$ cat src/rtl/ssrc_pkg.sv
`default_nettype none
// ----------------------------------------------------------------------------
// ssrc_pkg: shared types and constants of the soft-start ramp controller
// Transaction payloads, configuration record, mode and message codes, phase
// codes of the tick sequencer and the firing-angle constants.
// ----------------------------------------------------------------------------
package ssrc_pkg;

	// Firing angle range and thresholds
	localparam int          TOTAL_ANGLE    = 151;
	localparam logic [7:0]  ANGLE_TOTAL    = 8'(TOTAL_ANGLE);
	localparam logic [7:0]  ANGLE_MAX      = 8'(TOTAL_ANGLE - 1);
	localparam logic [7:0]  ANGLE_RESET    = 8'd150;
	localparam logic [7:0]  RISE_RESET     = 8'd172;
	localparam logic [7:0]  FALL_RESET     = 8'd178;
	localparam logic [7:0]  RISE_OFFSET    = 8'd20;
	localparam logic [7:0]  FALL_OFFSET    = 8'd28;
	localparam logic [7:0]  PDE_UP_ANGLE   = 8'd135;
	localparam logic [7:0]  PDE_DOWN_ANGLE = 8'd14;
	localparam logic [11:0] LOW_CURRENT_MA = 12'd50;

	// Configuration register reset values
	localparam logic [13:0] SHUTDOWN_RESET   = 14'd1000;
	localparam logic [9:0]  OVERCURRENT_RESET = 10'd655;
	localparam logic [15:0] UP_PERIOD_RESET   = 16'd661;
	localparam logic [15:0] DOWN_PERIOD_RESET = 16'd661;

	// Register port
	localparam int ADDR_W = 4;

	// Queue between front and back
	localparam int QUEUE_DEPTH = 2;
	localparam int QPTR_W      = $clog2(QUEUE_DEPTH);
	localparam int QCNT_W      = $clog2(QUEUE_DEPTH + 1);

	typedef enum logic [1:0] {
		REG_SHUTDOWN    = 2'd0,
		REG_OVERCURRENT = 2'd1,
		REG_UP_PERIOD   = 2'd2,
		REG_DOWN_PERIOD = 2'd3
	} reg_idx_t;

	typedef enum logic [1:0] {
		ACT_TICK  = 2'd0,
		ACT_START = 2'd1,
		ACT_STOP  = 2'd2,
		ACT_EMERG = 2'd3
	} action_t;

	typedef enum logic [2:0] {
		MODE_START     = 3'd0,
		MODE_STOP      = 3'd1,
		MODE_EMERG     = 3'd2,
		MODE_IDLE_UP   = 3'd3,
		MODE_IDLE_DOWN = 3'd4
	} mode_t;

	typedef enum logic [3:0] {
		MSG_COP = 4'd0,
		MSG_SCL = 4'd1,
		MSG_CDD = 4'd2,
		MSG_EME = 4'd3,
		MSG_PDE = 4'd4,
		MSG_RDS = 4'd5,
		MSG_RDD = 4'd6,
		MSG_ON  = 4'd7,
		MSG_OFF = 4'd8
	} msg_t;

	// Sequencer phases, one per cycle while the output is not stalled
	typedef enum logic [2:0] {
		PH_IDLE    = 3'd0,
		PH_TRIP    = 3'd1,
		PH_OC      = 3'd2,
		PH_EMERG   = 3'd3,
		PH_RAMP    = 3'd4,
		PH_END     = 3'd5,
		PH_STANDBY = 3'd6
	} phase_t;

	typedef struct packed {
		logic [1:0]  action;
		logic [11:0] current_ma;
	} in_item_t;

	typedef struct packed {
		logic [3:0]  message_code;
		logic        pulses_enabled;
		logic [7:0]  rise_edge;
		logic [7:0]  fall_edge;
		logic        bypass_closed;
		logic [15:0] step_period;
		logic        last;
	} out_item_t;

	typedef struct packed {
		logic [13:0] shutdown_current;
		logic [9:0]  overcurrent_limit;
		logic [15:0] up_step_period;
		logic [15:0] down_step_period;
	} cfg_t;

	// Classified item as queued for the back end
	typedef struct packed {
		logic  is_cmd;
		mode_t cmd_mode;
		logic  trip;
		logic  over;
		logic  low;
	} q_item_t;

	function automatic logic [7:0] rise_of(input logic [7:0] angle);
		return angle + RISE_OFFSET;
	endfunction

	function automatic logic [7:0] fall_of(input logic [7:0] angle);
		return angle + FALL_OFFSET;
	endfunction

endpackage
`default_nettype wire

$ cat src/rtl/ssrc_queue.sv
`default_nettype none
// ----------------------------------------------------------------------------
// ssrc_queue: short queue of classified items
// Register FIFO between the front and back ends, so that each side stalls
// on its own.
// ----------------------------------------------------------------------------
module ssrc_queue
	import ssrc_pkg::*;
(
	input  wire logic    clk,
	input  wire logic    arst_n,
	input  wire logic    push_valid,
	output logic         push_ready,
	input  wire q_item_t push_item,
	output logic         pop_valid,
	input  wire logic    pop_ready,
	output q_item_t      pop_item
);

	q_item_t            entry_q [QUEUE_DEPTH];
	logic [QPTR_W-1:0]  wr_ptr_q;
	logic [QPTR_W-1:0]  rd_ptr_q;
	logic [QCNT_W-1:0]  count_q;
	logic               do_push;
	logic               do_pop;

	assign push_ready = (count_q != QCNT_W'(QUEUE_DEPTH));
	assign pop_valid  = (count_q != '0);
	assign pop_item   = entry_q[rd_ptr_q];
	assign do_push    = push_valid && push_ready;
	assign do_pop     = pop_valid && pop_ready;

	// Storage, no reset needed
	always_ff @(posedge clk) begin
		if (do_push) begin
			entry_q[wr_ptr_q] <= push_item;
		end
	end

	// Pointers and fill count
	always_ff @(posedge clk or negedge arst_n) begin
		if (!arst_n) begin
			wr_ptr_q <= '0;
			rd_ptr_q <= '0;
			count_q  <= '0;
		end else begin
			if (do_push) begin
				wr_ptr_q <= (wr_ptr_q == QPTR_W'(QUEUE_DEPTH - 1)) ? '0 : wr_ptr_q + 1'b1;
			end
			if (do_pop) begin
				rd_ptr_q <= (rd_ptr_q == QPTR_W'(QUEUE_DEPTH - 1)) ? '0 : rd_ptr_q + 1'b1;
			end
			if (do_push && !do_pop) begin
				count_q <= count_q + 1'b1;
			end else if (do_pop && !do_push) begin
				count_q <= count_q - 1'b1;
			end
		end
	end

endmodule
`default_nettype wire

$ cat src/rtl/ssrc_front.sv
`default_nettype none
// ----------------------------------------------------------------------------
// ssrc_front: register port and item classifier
// Holds the configuration registers and turns each accepted item into a
// command or a tick with its current comparisons already made.
// ----------------------------------------------------------------------------
module ssrc_front
	import ssrc_pkg::*;
(
	input  wire logic              clk,
	input  wire logic              arst_n,
	// register port
	input  wire logic              psel,
	input  wire logic              penable,
	input  wire logic              pwrite,
	input  wire logic [ADDR_W-1:0] paddr,
	input  wire logic [31:0]       pwdata,
	output logic [31:0]            prdata,
	output logic                   pready,
	// item channel
	input  wire logic              item_valid,
	output logic                   item_ready,
	input  wire in_item_t          item,
	// to back end
	output cfg_t                   cfg,
	output logic                   push_valid,
	input  wire logic              push_ready,
	output q_item_t                push_item
);

	cfg_t     cfg_q;
	reg_idx_t reg_idx;
	logic     wr_en;

	assign pready  = 1'b1;
	assign reg_idx = reg_idx_t'(paddr[3:2]);
	assign wr_en   = psel && penable && pwrite && pready;
	assign cfg     = cfg_q;

	// Configuration registers
	always_ff @(posedge clk or negedge arst_n) begin
		if (!arst_n) begin
			cfg_q.shutdown_current  <= SHUTDOWN_RESET;
			cfg_q.overcurrent_limit <= OVERCURRENT_RESET;
			cfg_q.up_step_period    <= UP_PERIOD_RESET;
			cfg_q.down_step_period  <= DOWN_PERIOD_RESET;
		end else if (wr_en) begin
			case (reg_idx)
				REG_SHUTDOWN:    cfg_q.shutdown_current  <= pwdata[13:0];
				REG_OVERCURRENT: cfg_q.overcurrent_limit <= pwdata[9:0];
				REG_UP_PERIOD:   cfg_q.up_step_period    <= pwdata[15:0];
				REG_DOWN_PERIOD: cfg_q.down_step_period  <= pwdata[15:0];
				default: ;
			endcase
		end
	end

	// Read back
	always_comb begin
		case (reg_idx)
			REG_SHUTDOWN:    prdata = {18'd0, cfg_q.shutdown_current};
			REG_OVERCURRENT: prdata = {22'd0, cfg_q.overcurrent_limit};
			REG_UP_PERIOD:   prdata = {16'd0, cfg_q.up_step_period};
			REG_DOWN_PERIOD: prdata = {16'd0, cfg_q.down_step_period};
			default:         prdata = '0;
		endcase
	end

	// Classification: command target mode, or tick current comparisons
	always_comb begin
		push_item.is_cmd   = (action_t'(item.action) != ACT_TICK);
		push_item.trip     = ({2'b00, item.current_ma} >= cfg_q.shutdown_current);
		push_item.over     = (item.current_ma >= {2'b00, cfg_q.overcurrent_limit});
		push_item.low      = (item.current_ma < LOW_CURRENT_MA);
		case (action_t'(item.action))
			ACT_START: push_item.cmd_mode = MODE_START;
			ACT_STOP:  push_item.cmd_mode = MODE_STOP;
			ACT_EMERG: push_item.cmd_mode = MODE_EMERG;
			default:   push_item.cmd_mode = MODE_IDLE_UP;
		endcase
	end

	assign push_valid = item_valid;
	assign item_ready = push_ready;

endmodule
`default_nettype wire

$ cat src/rtl/ssrc_back.sv
`default_nettype none
// ----------------------------------------------------------------------------
// ssrc_back: tick sequencer and result staging
// Applies commands and walks a tick through its checks, one phase and at
// most one message per cycle while the output is not stalled. A holding
// register keeps the newest message until it is known whether it ends the
// tick, then an output register presents it.
// ----------------------------------------------------------------------------
module ssrc_back
	import ssrc_pkg::*;
(
	input  wire logic    clk,
	input  wire logic    arst_n,
	input  wire cfg_t    cfg,
	input  wire logic    pop_valid,
	output logic         pop_ready,
	input  wire q_item_t pop_item,
	output logic         result_valid,
	input  wire logic    result_ready,
	output out_item_t    result
);

	// Controller state
	mode_t       mode_q, mode_d;
	logic [7:0]  angle_q, angle_d;
	logic [7:0]  rise_q, rise_d;
	logic [7:0]  fall_q, fall_d;
	logic        pulse_q, pulse_d;
	logic        bypass_q, bypass_d;
	logic        pdown_q, pdown_d;
	phase_t      phase_q, phase_d;
	logic        over_q, low_q;

	// Staging
	logic        pend_v_q;
	out_item_t   pend_q;
	logic        out_v_q;
	out_item_t   out_q;

	logic        emit, finish, do_emerg, keep_edges;
	msg_t        msg;
	logic        step_go, out_free, pend_to_out, pop;
	out_item_t   new_msg;

	assign out_free    = !out_v_q || result_ready;
	assign step_go     = (phase_q != PH_IDLE) && (!emit || !pend_v_q || out_free);
	assign pend_to_out = pend_v_q && out_free && (pend_q.last || (step_go && emit));
	assign pop         = pop_valid && ((phase_q == PH_IDLE) || (step_go && finish));
	assign pop_ready   = pop;

	// Next state of one sequencer phase
	always_comb begin
		mode_d     = mode_q;
		angle_d    = angle_q;
		rise_d     = rise_q;
		fall_d     = fall_q;
		pulse_d    = pulse_q;
		bypass_d   = bypass_q;
		pdown_d    = pdown_q;
		phase_d    = phase_q;
		emit       = 1'b0;
		finish     = 1'b0;
		do_emerg   = 1'b0;
		keep_edges = 1'b0;
		msg        = MSG_COP;

		case (phase_q)
			PH_TRIP: begin
				do_emerg = 1'b1;
				msg      = MSG_CDD;
				phase_d  = PH_OC;
			end
			PH_OC: begin
				emit = 1'b1;
				if (over_q) begin
					msg    = MSG_SCL;
					finish = 1'b1;
				end else begin
					msg = MSG_COP;
					case (mode_q)
						MODE_EMERG:                    phase_d = PH_EMERG;
						MODE_START, MODE_STOP:         phase_d = PH_RAMP;
						MODE_IDLE_UP, MODE_IDLE_DOWN:  phase_d = PH_STANDBY;
						default:                       finish  = 1'b1;
					endcase
				end
			end
			PH_EMERG: begin
				do_emerg = 1'b1;
				msg      = MSG_EME;
				phase_d  = PH_STANDBY;
			end
			PH_RAMP: begin
				case (mode_q)
					MODE_START: begin
						if (angle_q <= PDE_UP_ANGLE && low_q) begin
							do_emerg = 1'b1;
							msg      = MSG_PDE;
							finish   = 1'b1;
						end else begin
							pulse_d    = 1'b1;
							pdown_d    = 1'b0;
							emit       = 1'b1;
							keep_edges = 1'b1;
							msg        = MSG_RDS;
							if (angle_q < ANGLE_TOTAL && angle_q != 8'd0) begin
								rise_d  = rise_of(angle_q);
								fall_d  = fall_of(angle_q);
								angle_d = angle_q - 8'd1;
								finish  = 1'b1;
							end else begin
								phase_d = PH_END;
							end
						end
					end
					MODE_STOP: begin
						if (angle_q >= PDE_DOWN_ANGLE && low_q) begin
							do_emerg = 1'b1;
							msg      = MSG_PDE;
							finish   = 1'b1;
						end else begin
							pulse_d    = 1'b1;
							bypass_d   = 1'b0;
							pdown_d    = 1'b1;
							emit       = 1'b1;
							keep_edges = 1'b1;
							msg        = MSG_RDD;
							if (angle_q < ANGLE_MAX) begin
								rise_d  = rise_of(angle_q);
								fall_d  = fall_of(angle_q);
								angle_d = angle_q + 8'd1;
								finish  = 1'b1;
							end else begin
								phase_d = PH_END;
							end
						end
					end
					default: finish = 1'b1;
				endcase
			end
			PH_END: begin
				phase_d = PH_STANDBY;
				case (mode_q)
					MODE_START: begin
						bypass_d = 1'b1;
						pulse_d  = 1'b0;
						emit     = 1'b1;
						msg      = MSG_ON;
						mode_d   = MODE_IDLE_UP;
					end
					MODE_STOP: begin
						emit   = 1'b1;
						msg    = MSG_OFF;
						mode_d = MODE_IDLE_DOWN;
					end
					default: finish = 1'b1;
				endcase
			end
			PH_STANDBY: begin
				finish = 1'b1;
				case (mode_q)
					MODE_IDLE_UP: begin
						if (angle_q <= PDE_UP_ANGLE && low_q) begin
							do_emerg = 1'b1;
							msg      = MSG_PDE;
						end
					end
					MODE_IDLE_DOWN: begin
						if (angle_q >= PDE_DOWN_ANGLE && low_q) begin
							do_emerg = 1'b1;
							msg      = MSG_PDE;
						end
					end
					default: ;
				endcase
			end
			default: ;
		endcase

		// Emergency measure: pulses off, angle to the top, standby after start
		if (do_emerg) begin
			emit    = 1'b1;
			pulse_d = 1'b0;
			angle_d = ANGLE_MAX;
			rise_d  = rise_of(ANGLE_MAX);
			fall_d  = fall_of(ANGLE_MAX);
			mode_d  = MODE_IDLE_UP;
		end
	end

	// Message snapshot; ramp messages go out before the edges move
	always_comb begin
		new_msg.message_code   = msg;
		new_msg.pulses_enabled = pulse_d;
		new_msg.rise_edge      = keep_edges ? rise_q : rise_d;
		new_msg.fall_edge      = keep_edges ? fall_q : fall_d;
		new_msg.bypass_closed  = bypass_d;
		new_msg.step_period    = pdown_d ? cfg.down_step_period : cfg.up_step_period;
		new_msg.last           = finish;
	end

	// Controller state and sequencer
	always_ff @(posedge clk or negedge arst_n) begin
		if (!arst_n) begin
			mode_q   <= MODE_IDLE_UP;
			angle_q  <= ANGLE_RESET;
			rise_q   <= RISE_RESET;
			fall_q   <= FALL_RESET;
			pulse_q  <= 1'b1;
			bypass_q <= 1'b0;
			pdown_q  <= 1'b0;
			phase_q  <= PH_IDLE;
			over_q   <= 1'b0;
			low_q    <= 1'b0;
		end else begin
			if (step_go) begin
				angle_q  <= angle_d;
				rise_q   <= rise_d;
				fall_q   <= fall_d;
				pulse_q  <= pulse_d;
				bypass_q <= bypass_d;
				pdown_q  <= pdown_d;
			end
			// next item; a command lands after any update of the tick before it
			if (pop && pop_item.is_cmd) begin
				mode_q <= pop_item.cmd_mode;
			end else if (step_go) begin
				mode_q <= mode_d;
			end
			if (pop) begin
				if (pop_item.is_cmd) begin
					phase_q <= PH_IDLE;
				end else begin
					phase_q <= pop_item.trip ? PH_TRIP : PH_OC;
				end
			end else if (step_go) begin
				phase_q <= finish ? PH_IDLE : phase_d;
			end
			if (pop && !pop_item.is_cmd) begin
				over_q <= pop_item.over;
				low_q  <= pop_item.low;
			end
		end
	end

	// Holding and output registers
	always_ff @(posedge clk or negedge arst_n) begin
		if (!arst_n) begin
			pend_v_q <= 1'b0;
			out_v_q  <= 1'b0;
		end else begin
			if (step_go && emit) begin
				pend_v_q <= 1'b1;
			end else if (pend_to_out) begin
				pend_v_q <= 1'b0;
			end
			if (pend_to_out) begin
				out_v_q <= 1'b1;
			end else if (result_ready) begin
				out_v_q <= 1'b0;
			end
		end
	end

	always_ff @(posedge clk) begin
		if (step_go && emit) begin
			pend_q <= new_msg;
		end else if (step_go && finish) begin
			pend_q.last <= 1'b1;
		end
		if (pend_to_out) begin
			out_q <= pend_q;
		end
	end

	assign result_valid = out_v_q;
	assign result       = out_q;

endmodule
`default_nettype wire

$ cat src/rtl/soft_start_ramp_controller_unit.sv
// Path: a tick's first result passes the queue, a sequencer phase and the
// holding register before it is presented, and waits in the holding register
// while the next phase only closes the tick; receiver stalls delay it further.
// Throughput: one check phase a cycle with at most one message each, while
// the output is not stalled.
// Reset: arst_n restores register and controller reset values at once.
`default_nettype none
// ----------------------------------------------------------------------------
// soft_start_ramp_controller_unit: thyristor soft-starter sequencer
// Front end classifies items and holds configuration, a two-entry queue
// decouples it from the back end that runs the tick checks and ramp.
// ----------------------------------------------------------------------------
module soft_start_ramp_controller_unit
	import ssrc_pkg::*;
(
	input  wire logic              clk,
	input  wire logic              arst_n,
	input  wire logic              psel,
	input  wire logic              penable,
	input  wire logic              pwrite,
	input  wire logic [ADDR_W-1:0] paddr,
	input  wire logic [31:0]       pwdata,
	output logic [31:0]            prdata,
	output logic                   pready,
	input  wire logic              item_valid,
	output logic                   item_ready,
	input  wire in_item_t          item,
	output logic                   result_valid,
	input  wire logic              result_ready,
	output out_item_t              result
);

	cfg_t    cfg;
	logic    push_valid, push_ready;
	q_item_t push_item;
	logic    pop_valid, pop_ready;
	q_item_t pop_item;

	ssrc_front u_front (
		.clk        (clk),
		.arst_n     (arst_n),
		.psel       (psel),
		.penable    (penable),
		.pwrite     (pwrite),
		.paddr      (paddr),
		.pwdata     (pwdata),
		.prdata     (prdata),
		.pready     (pready),
		.item_valid (item_valid),
		.item_ready (item_ready),
		.item       (item),
		.cfg        (cfg),
		.push_valid (push_valid),
		.push_ready (push_ready),
		.push_item  (push_item)
	);

	ssrc_queue u_queue (
		.clk        (clk),
		.arst_n     (arst_n),
		.push_valid (push_valid),
		.push_ready (push_ready),
		.push_item  (push_item),
		.pop_valid  (pop_valid),
		.pop_ready  (pop_ready),
		.pop_item   (pop_item)
	);

	ssrc_back u_back (
		.clk          (clk),
		.arst_n       (arst_n),
		.cfg          (cfg),
		.pop_valid    (pop_valid),
		.pop_ready    (pop_ready),
		.pop_item     (pop_item),
		.result_valid (result_valid),
		.result_ready (result_ready),
		.result       (result)
	);

	// Overcurrent hold always ends the tick
	a_scl_last: assert property (@(posedge clk) disable iff (!arst_n)
		result_valid && result.message_code == MSG_SCL |-> result.last)
		else $error("SCL not marked last");

	// A shutdown trip is always followed by SCL or COP
	a_cdd_not_last: assert property (@(posedge clk) disable iff (!arst_n)
		result_valid && result.message_code == MSG_CDD |-> !result.last)
		else $error("CDD marked last");

	// Ramp end closes the bypass with pulses off
	a_on_bypass: assert property (@(posedge clk) disable iff (!arst_n)
		result_valid && result.message_code == MSG_ON |->
			result.bypass_closed && !result.pulses_enabled)
		else $error("ON without bypass closed");

	// Ramp messages carry pulses on
	a_ramp_pulses: assert property (@(posedge clk) disable iff (!arst_n)
		result_valid && (result.message_code == MSG_RDS || result.message_code == MSG_RDD)
			|-> result.pulses_enabled)
		else $error("ramp message with pulses off");

endmodule
`default_nettype wire
$ cat config.mk
export PLATFORM = sky130hd
export DESIGN_NAME = soft_start_ramp_controller_unit
export DESIGN_NICKNAME = d
export VERILOG_FILES = /design/src/rtl/ssrc_pkg.sv /design/src/rtl/ssrc_queue.sv /design/src/rtl/ssrc_front.sv /design/src/rtl/ssrc_back.sv /design/src/rtl/soft_start_ramp_controller_unit.sv
export SDC_FILE = /design/constraint.sdc
export NUM_CORES = 1
export LEC_CHECK = 0
export ABC_CLOCK_PERIOD_IN_PS = 14000
export BUFFER_PORTS_ARGS = -buffer_cell sky130_fd_sc_hd__buf_4
export CAP_MARGIN = 15
export CORE_UTILIZATION = 62
export DETAILED_ROUTE_END_ITERATION = 8
export PLACE_DENSITY_LB_ADDON = 0.15
export SLEW_MARGIN = 20
export SYNTH_ARGS = -nofsm -noshare
export SYNTH_HDL_FRONTEND = slang
export SYNTH_SLANG_ARGS = --single-unit
$ cat constraint.sdc
create_clock -name clk -period 14 [get_ports clk]
set_clock_uncertainty 0.1 [all_clocks]
set_input_delay 1.4 -clock clk [delete_from_list [all_inputs] [get_ports clk]]
set_output_delay 1.4 -clock clk [all_outputs]
set_load 0.02 [all_outputs]
# [Word-level counts from Yosys, hierarchy flattened]
# Memories as Yosys holds them, arrays and structs flattened.
# Cells that the tools add are included.
[totals] regBits=175 mem_bits_rw=12 in_bits=57 output_inout_bits=74 word_cells=235 mem_count=1
[classes] add_sub_neg=8 order_cmp=7 eq_ne=28 mux=100 reduce_logical=58
[mem_list] memory="u_queue.entry_q" depth=2 word_bits=6 rd=1 rd_ports_with_merged_regs=0 wr=1 line_no="ssrc_queue.sv:20" rtl="q_item_t entry_q [QUEUE_DEPTH];"
[ops] op="8-bit two-way mux" n=20
[ops] op="32-bit one-hot mux with 4 select lines" n=1
[ops] op="8-bit one-hot mux with 2 select lines" n=3
[ops] op="3-bit two-way mux" n=15
[ops] op="1-bit two-way mux" n=36
[ops] op="4-bit one-hot mux with 2 select lines" n=3
[ops] op="4-bit one-hot mux with 6 select lines" n=1
[ops] op="5-bit by 3-bit inequality test with 1-bit output (second input constant)" n=4
[ops] op="2-bit nonzero test" n=9
[ops] op="1-bit logical AND" n=17
[ops] op="8-bit by 5-bit adder with 8-bit output (second input constant)" n=2
[ops] op="8-bit < comparator (second input constant)" n=2
[ops] op="16-bit two-way mux" n=1
[ops] op="1-bit one-hot mux with 2 select lines" n=8
[ops] op="12-bit by 14-bit greater-or-equal comparator with 1-bit output" n=1
[ops] op="3-bit by 2-bit == test with 1-bit output (second input constant)" n=4
[ops] op="3-bit == test (second input constant)" n=4
[ops] op="12-bit by 10-bit greater-or-equal comparator with 1-bit output" n=1
[ops] op="12-bit by 6-bit < comparator with 1-bit output (second input constant)" n=1
[ops] op="3-bit one-hot mux with 2 select lines" n=2
[ops] op="3-bit one-hot mux with 4 select lines" n=1
[ops] op="3-bit one-hot mux with 3 select lines" n=1
[ops] op="9-bit AND reduction" n=1
[ops] op="3-bit nonzero test" n=3
[ops] op="32 further kinds" n=60

# [Depth between registers and ports, before layout]
[depth] depth_word=17 mapped_depth=14 ltp_nobuf=12

# [Cells and area by module]
# A second synthesis with hierarchy kept.
[unflattened] hier_cells=730 hier_area_um2=9390.3
[modules_own_cells] mod="ssrc_back" instances=1 cells_per_inst=421 area_per_inst_um2=5361.4 seq_area_each_um2=3286.9
[modules_own_cells] mod="ssrc_front" instances=1 cells_per_inst=269 area_per_inst_um2=3313.2 seq_area_each_um2=1428.9
[modules_own_cells] mod="ssrc_queue" instances=1 cells_per_inst=40 area_per_inst_um2=715.7 seq_area_each_um2=520.5

# [Worst setup path before layout]
# Ideal clock, no wire load.
[synth_timing] path_kind="reg-to-reg" startpoint="reg u_back.angle_q[2]" endpoint="reg u_back.out_q, in the netlist u_back.result[0] (enable)" setup_ns=0.435 arrival_time_ns=4.487 t_required_ns=13.465 slack_ns=8.977 path_stages_with_launch=10 n_path_buf=1 synth_period_minus_slack_ns=5.023 path_cell_list="dfstp_2 > ha_1 > nand2_1 > a31o_2 > o41ai_2 > or2_2 > buf_6 > o21ba_2 > o21ai_0 > nor2_1"
[synth_via] elab_chain_len=13 word_cells_on_any_way=21 classes_between="order compare: 2; mux: 10; reduce/logical: 9"
[synth_lines] item="start: declaration" line_no="ssrc_back.sv:25" rtl="logic [7:0] angle_q, angle_d;"
[synth_lines] item="start signal: assignment" line_no="ssrc_back.sv:217" rtl="angle_q <= angle_d;"
[synth_lines] item="8-bit by 4-bit greater-or-equal comparator with 1-bit output / 8-bit <= comparator (equally long branches)"
[synth_lines] item="1-bit logical AND (on tied branches)"
[synth_lines] item="1-bit two-way mux (on tied branches)"
[synth_lines] item="1-bit one-hot mux with 2 select lines (on tied branches)" line_no="ssrc_back.sv:94, ssrc_back.sv:161"
[synth_lines] item="1-bit one-hot mux with 3 select lines" line_no="ssrc_back.sv:67" rtl="case (phase_q)"
[synth_lines] item="1-bit two-way mux *" line_no="ssrc_back.sv:181" rtl="if (do_emerg) begin"
[synth_lines] item="1-bit zero test" line_no="ssrc_back.sv:46" rtl="assign step_go = (phase_q != PH_IDLE) && (!emit || !pend_v_q || out_free);"
[synth_lines] item="1-bit logical OR (2 in a row)" line_no="ssrc_back.sv:46"
[synth_lines] item="1-bit logical AND" line_no="ssrc_back.sv:46"
[synth_lines] item="1-bit logical AND *" line_no="ssrc_back.sv:47" rtl="assign pend_to_out = pend_v_q && out_free && (pend_q.last || (step_go && emit));"
[synth_lines] item="1-bit logical OR *" line_no="ssrc_back.sv:47"
[synth_lines] item="1-bit logical AND *" line_no="ssrc_back.sv:47"
[synth_lines] item="named net u_back.pend_to_out" line_no="ssrc_back.sv:42" rtl="logic step_go, out_free, pend_to_out, pop;"
[synth_lines] item="end signal: assignment" line_no="ssrc_back.sv:272" rtl="out_q <= pend_q;"
[synth_lines] item="end: declaration" line_no="ssrc_back.sv:38" rtl="out_item_t out_q;"
# The timed path passes the listed nets; every way through them passes the cells marked *.
# A chain may end at the register's enable or synchronous reset.

# [Worst setup path in the final report]
[layout_timing] startpoint="reg u_back.angle_q[3]" endpoint="reg u_back.out_q, in the netlist u_back.result[25] (enable)"
# Same word-level chain as after synthesis.

==> metrics.md <==
| Metric | Value |
|---|---|
| Min-delay worst type | register to register |
| Final worst path period need | 4.68 ns |
| GRT overflow | 0 |
| Slew margin rel. | 31.6% |
| Post-route ant nets | 0 |
| Mapped Cells | 749 |
| Vias/cell | 6.07 |
| P&R area growth vs syn | 14.4% |
| Routed WL per cell | 19.7 um |
| Vias in the first global route | 6359 |
| CP Class | register to register |
| Yosys Warn Count | 0 |
| Setup_tns | 0 ns |
| Die footprint | 15600 um2 |
| Hold EP | u_back.result[10]$_DFFE_PP_ |
| Max stage delay on crit path | 0.68 ns |
| Slowest stage cell, crit path | o41ai_2 |
| Yosys reg bits | 187 |
| CTS root buffer | clkbuf_16 |
| Hold Buf Count CTS | 0 |
| Nets | 927 |
| DIE WIDTH | 125 um |
| Final period utilization | 33.4% |
| Top-count cell post-synth | edfxtp_1 |
| Grt met1 use | 36.5% |
| Placer Congestion | 0.932 |
| Synth Cell Area | 9390 um2 |
| Max Fclk | 0.214 GHz |
| Failing checks | DRC |
| Hold Crit Depth | 0 |
| Largest net degree at the start of global routing | 65 |
| Chip height | 125 um |
| Tot GR Track Use | 27.5% |
| Routing usage on met3 | 5.18% |
| Latest clock arrival within the worst-skew pair | 0.43 ns |
| IO Pins | 131 |
| MaxCap Viol Count | 0 |
| Cell variety after synth | 79 |
| P_leak | 0.00456 uW |
| Core region area | 14600 um2 |
| Async SR Flop Fraction | 51.9% |
| Grt peak-use layer | met2 |
| Sequential area share after synthesis | 55.2% |
| Non-Filler Instances | 1030 |
| Worst EP required | 13.96 ns |
| Status | finished, violations left |
| Share of post-route cells with drive strength above 1 | 32.4% |
| Share of the synthesized area in the top cell type | 28.8% |
| Reg2Reg Depth | 10 |
| Syn_area_per_cell | 12.5 um2 |
| # diodes | 0 |
| Most used flip-flop cell after synthesis | edfxtp_1 |
| Antenna violations before repair | 0 |
| Placed insts | 998 |
| Resize count post-CTS | 0 |
| CP max FO | 42 |
| Cells taking the most area after synthesis | edfxtp_1 29%, dfrtp_1 16%, dfstp_2 10%, mux2_2 8.5%, ha_1 4.8% |
| First-pass GRT wire length | 33.2 mm |
| CTS Buf Count | 17 |
| PD cells | 233 nW/um2 |
| Final Max Slew Viols | 0 |
| Post-DP HPWL | 13.9 mm |
| WP data arrival | 4.64 ns |
| Port Buffers | 95 |
| First drt pass iteration count | 7 |
| Slew @ Worst Pin | 1.02 ns |
| Crit start category | register |
| Clock Sinks | 187 |
| Clk buf depth | 2 |
| Final setup fails | 0 |
| Std-Cell Rows | 44 |
| Area leader, netlist | edfxtp_1 |
| Number of flops mapped to enable cells by yosys | 90 |
| Final wirelength | 20.3 mm |
| R2R setup slack | 9.32 ns |
| Drt first-iter violations | 458 |
| VDD IR max | 0.000162 V |
| Post-CTS Setup Inserts | 0 |
| Setup crit end kind | register |
| R2r startpoint | u_back.angle_q[3]$_DFFE_PN0P_ |
| Critical path cell sequence | ha_1, nand2_1, a31o_2, o41ai_2, or2_2, o21ba_2, buf_4, o21ai_0, nor2_4, buf_4 |
| Hold_sp | u_back.pend_q[10]$_DFFE_PP_ |
| GRT met2 Usage | 45.0% |
| Worst-path clk slew | 0.07 ns |
| Post-synth top cells | 90 x edfxtp_1, 71 x mux2_2, 60 x dfrtp_1, 56 x nand2_1, 41 x inv_1 |
| Final Hold Fails | 0 |
| Most used cell along the critical path | buf_4 |
| CTS tree | yes |
| R2R Path End | u_back.result[25]$_DFFE_PP_ |
| Initial Util | 64.1% |
| Number of H-tree levels | 4 |
| Vias | 6257 |
| RSZ-0062 raised after global routing | no |
| Post-route DRC | 18 |
cells in the final DEF (no fill, tap or decap), types with 11 or more instances in the layout:
| cell | netlist | final |
|---|---|---|
| o21ai_0 | 32 | 32 |
| a21o_1 | 18 | 18 |
| nand2b_1 | 12 | 12 |
| a22o_1 | 12 | 12 |
| ha_1 | 36 | 36 |
| dfstp_2 | 37 | 37 |
| nor3_1 | 11 | 11 |
| mux2i_1 | 14 | 14 |
| a21oi_1 | 24 | 23 |
| inv_1 | 41 | 41 |
| buf_4 | 18 | 99 |
| edfxtp_1 | 90 | 90 |
| conb_1 | 2 | 17 |
| and2_1 | 11 | 11 |
| clkbuf_16 | 0 | 17 |
| nor2_1 | 27 | 24 |
| nand2_1 | 56 | 56 |
| dfrtp_1 | 60 | 60 |
| mux2_2 | 71 | 71 |
sequential cells by signal, indices dropped and copies added, names as in the netlist:
register             flops
u_front.cfg             56
u_back.bypass_q          1
u_back.result_valid      1
u_queue.rd_ptr_q         1
u_back.fall_q            8
u_back.pend_v_q          1
u_back.angle_q           8
u_back.pulse_q           1
u_back.low_q             1
u_back.pdown_q           1
u_back.rise_q            8
u_back.over_q            1
u_queue.entry_q         12
u_back.phase_q           3
u_back.mode_q            3
u_queue.wr_ptr_q         1
u_back.result           39
u_queue.count_q          2
u_back.pend_q           39
cells by family after synthesis:
| family | Yosys count | synth area share [%] |
|---|---|---|
| XOR/XNOR | 18 | 1.68 |
| other | 2 | 0.0800 |
| AND/OR/NAND/NOR | 176 | 10.1 |
| flip-flops | 187 | 55.2 |
| buffers and inverters | 91 | 4.77 |
| adder cells (fa/ha/maj) | 37 | 5.01 |
| multiplexers | 95 | 12.4 |
| AO/OA/AOI/OAI | 143 | 10.8 |
through the flow:
step                util [%]  cell area [um2]  total power, uW  worst slack (ns)  hold WS [ns]
floorplan                  -             9440             1710              8.98         0.300
CTS                     73.3            10700             2500              9.35         0.317
global placement        69.2            10100             1960              9.46         0.301
global route            73.3            10700             2640              9.02         0.322
detailed placement      69.2            10100             2000              9.40         0.305
finish                  73.3            10700             2500              9.32         0.315
worst max path at each step:
stage | from | endpoint | slack (ns) | depth (start not counted)
finish | u_back.angle_q[3]$_DFFE_PN0P_ | u_back.result[25]$_DFFE_PP_ | 9.32 | 10
global route | u_back.angle_q[3]$_DFFE_PN0P_ | u_back.result[25]$_DFFE_PP_ | 9.02 | 10
CTS | u_back.angle_q[3]$_DFFE_PN0P_ | u_back.result[25]$_DFFE_PP_ | 9.35 | 10
detailed placement | u_back.angle_q[3]$_DFFE_PN0P_ | u_back.result[26]$_DFFE_PP_ | 9.40 | 10
global placement | u_back.angle_q[3]$_DFFE_PN0P_ | u_back.result[26]$_DFFE_PP_ | 9.46 | 10
floorplan | u_back.angle_q[2]$_DFFE_PN1P_ | u_back.result[0]$_DFFE_PP_ | 8.98 | 9
area by class of cell:
cell class | instances | area, um2
clock buffer | 18 | 429
clock inverter | 14 | 169
fill | 983 | 3910
inverter | 42 | 158
multi-input combinational | 486 | 3830
sequential | 187 | 5180
tap | 184 | 230
timing repair buffer | 99 | 743
routing by layer:
layer / share of wire, % / up-vias
met4: 2.5 / 0
li1: - / 2891
met1: 43 / 3109
met2: 49 / 221
met5: 0 / -
met3: 5.3 / 36
power breakdown:
| part | internal, uW | switching [uW] |
|---|---|---|
| Combinational | 408 | 578 |
| Clock | 283 | 207 |
| Sequential | 872 | 150 |
| Total | 1560 | 936 |
critical path, delay by kind of cell (launching register included):
| family | cells | cell delay [ns] |
|---|---|---|
| AND/OR/NAND/NOR | 3 | 0.78 |
| flip-flops | 1 | 0.61 |
| buffers and inverters | 2 | 0.95 |
| AO/OA/AOI/OAI | 4 | 1.48 |
| adder cells (fa/ha/maj) | 1 | 0.33 |
Power figures use the tool's default switching activity.
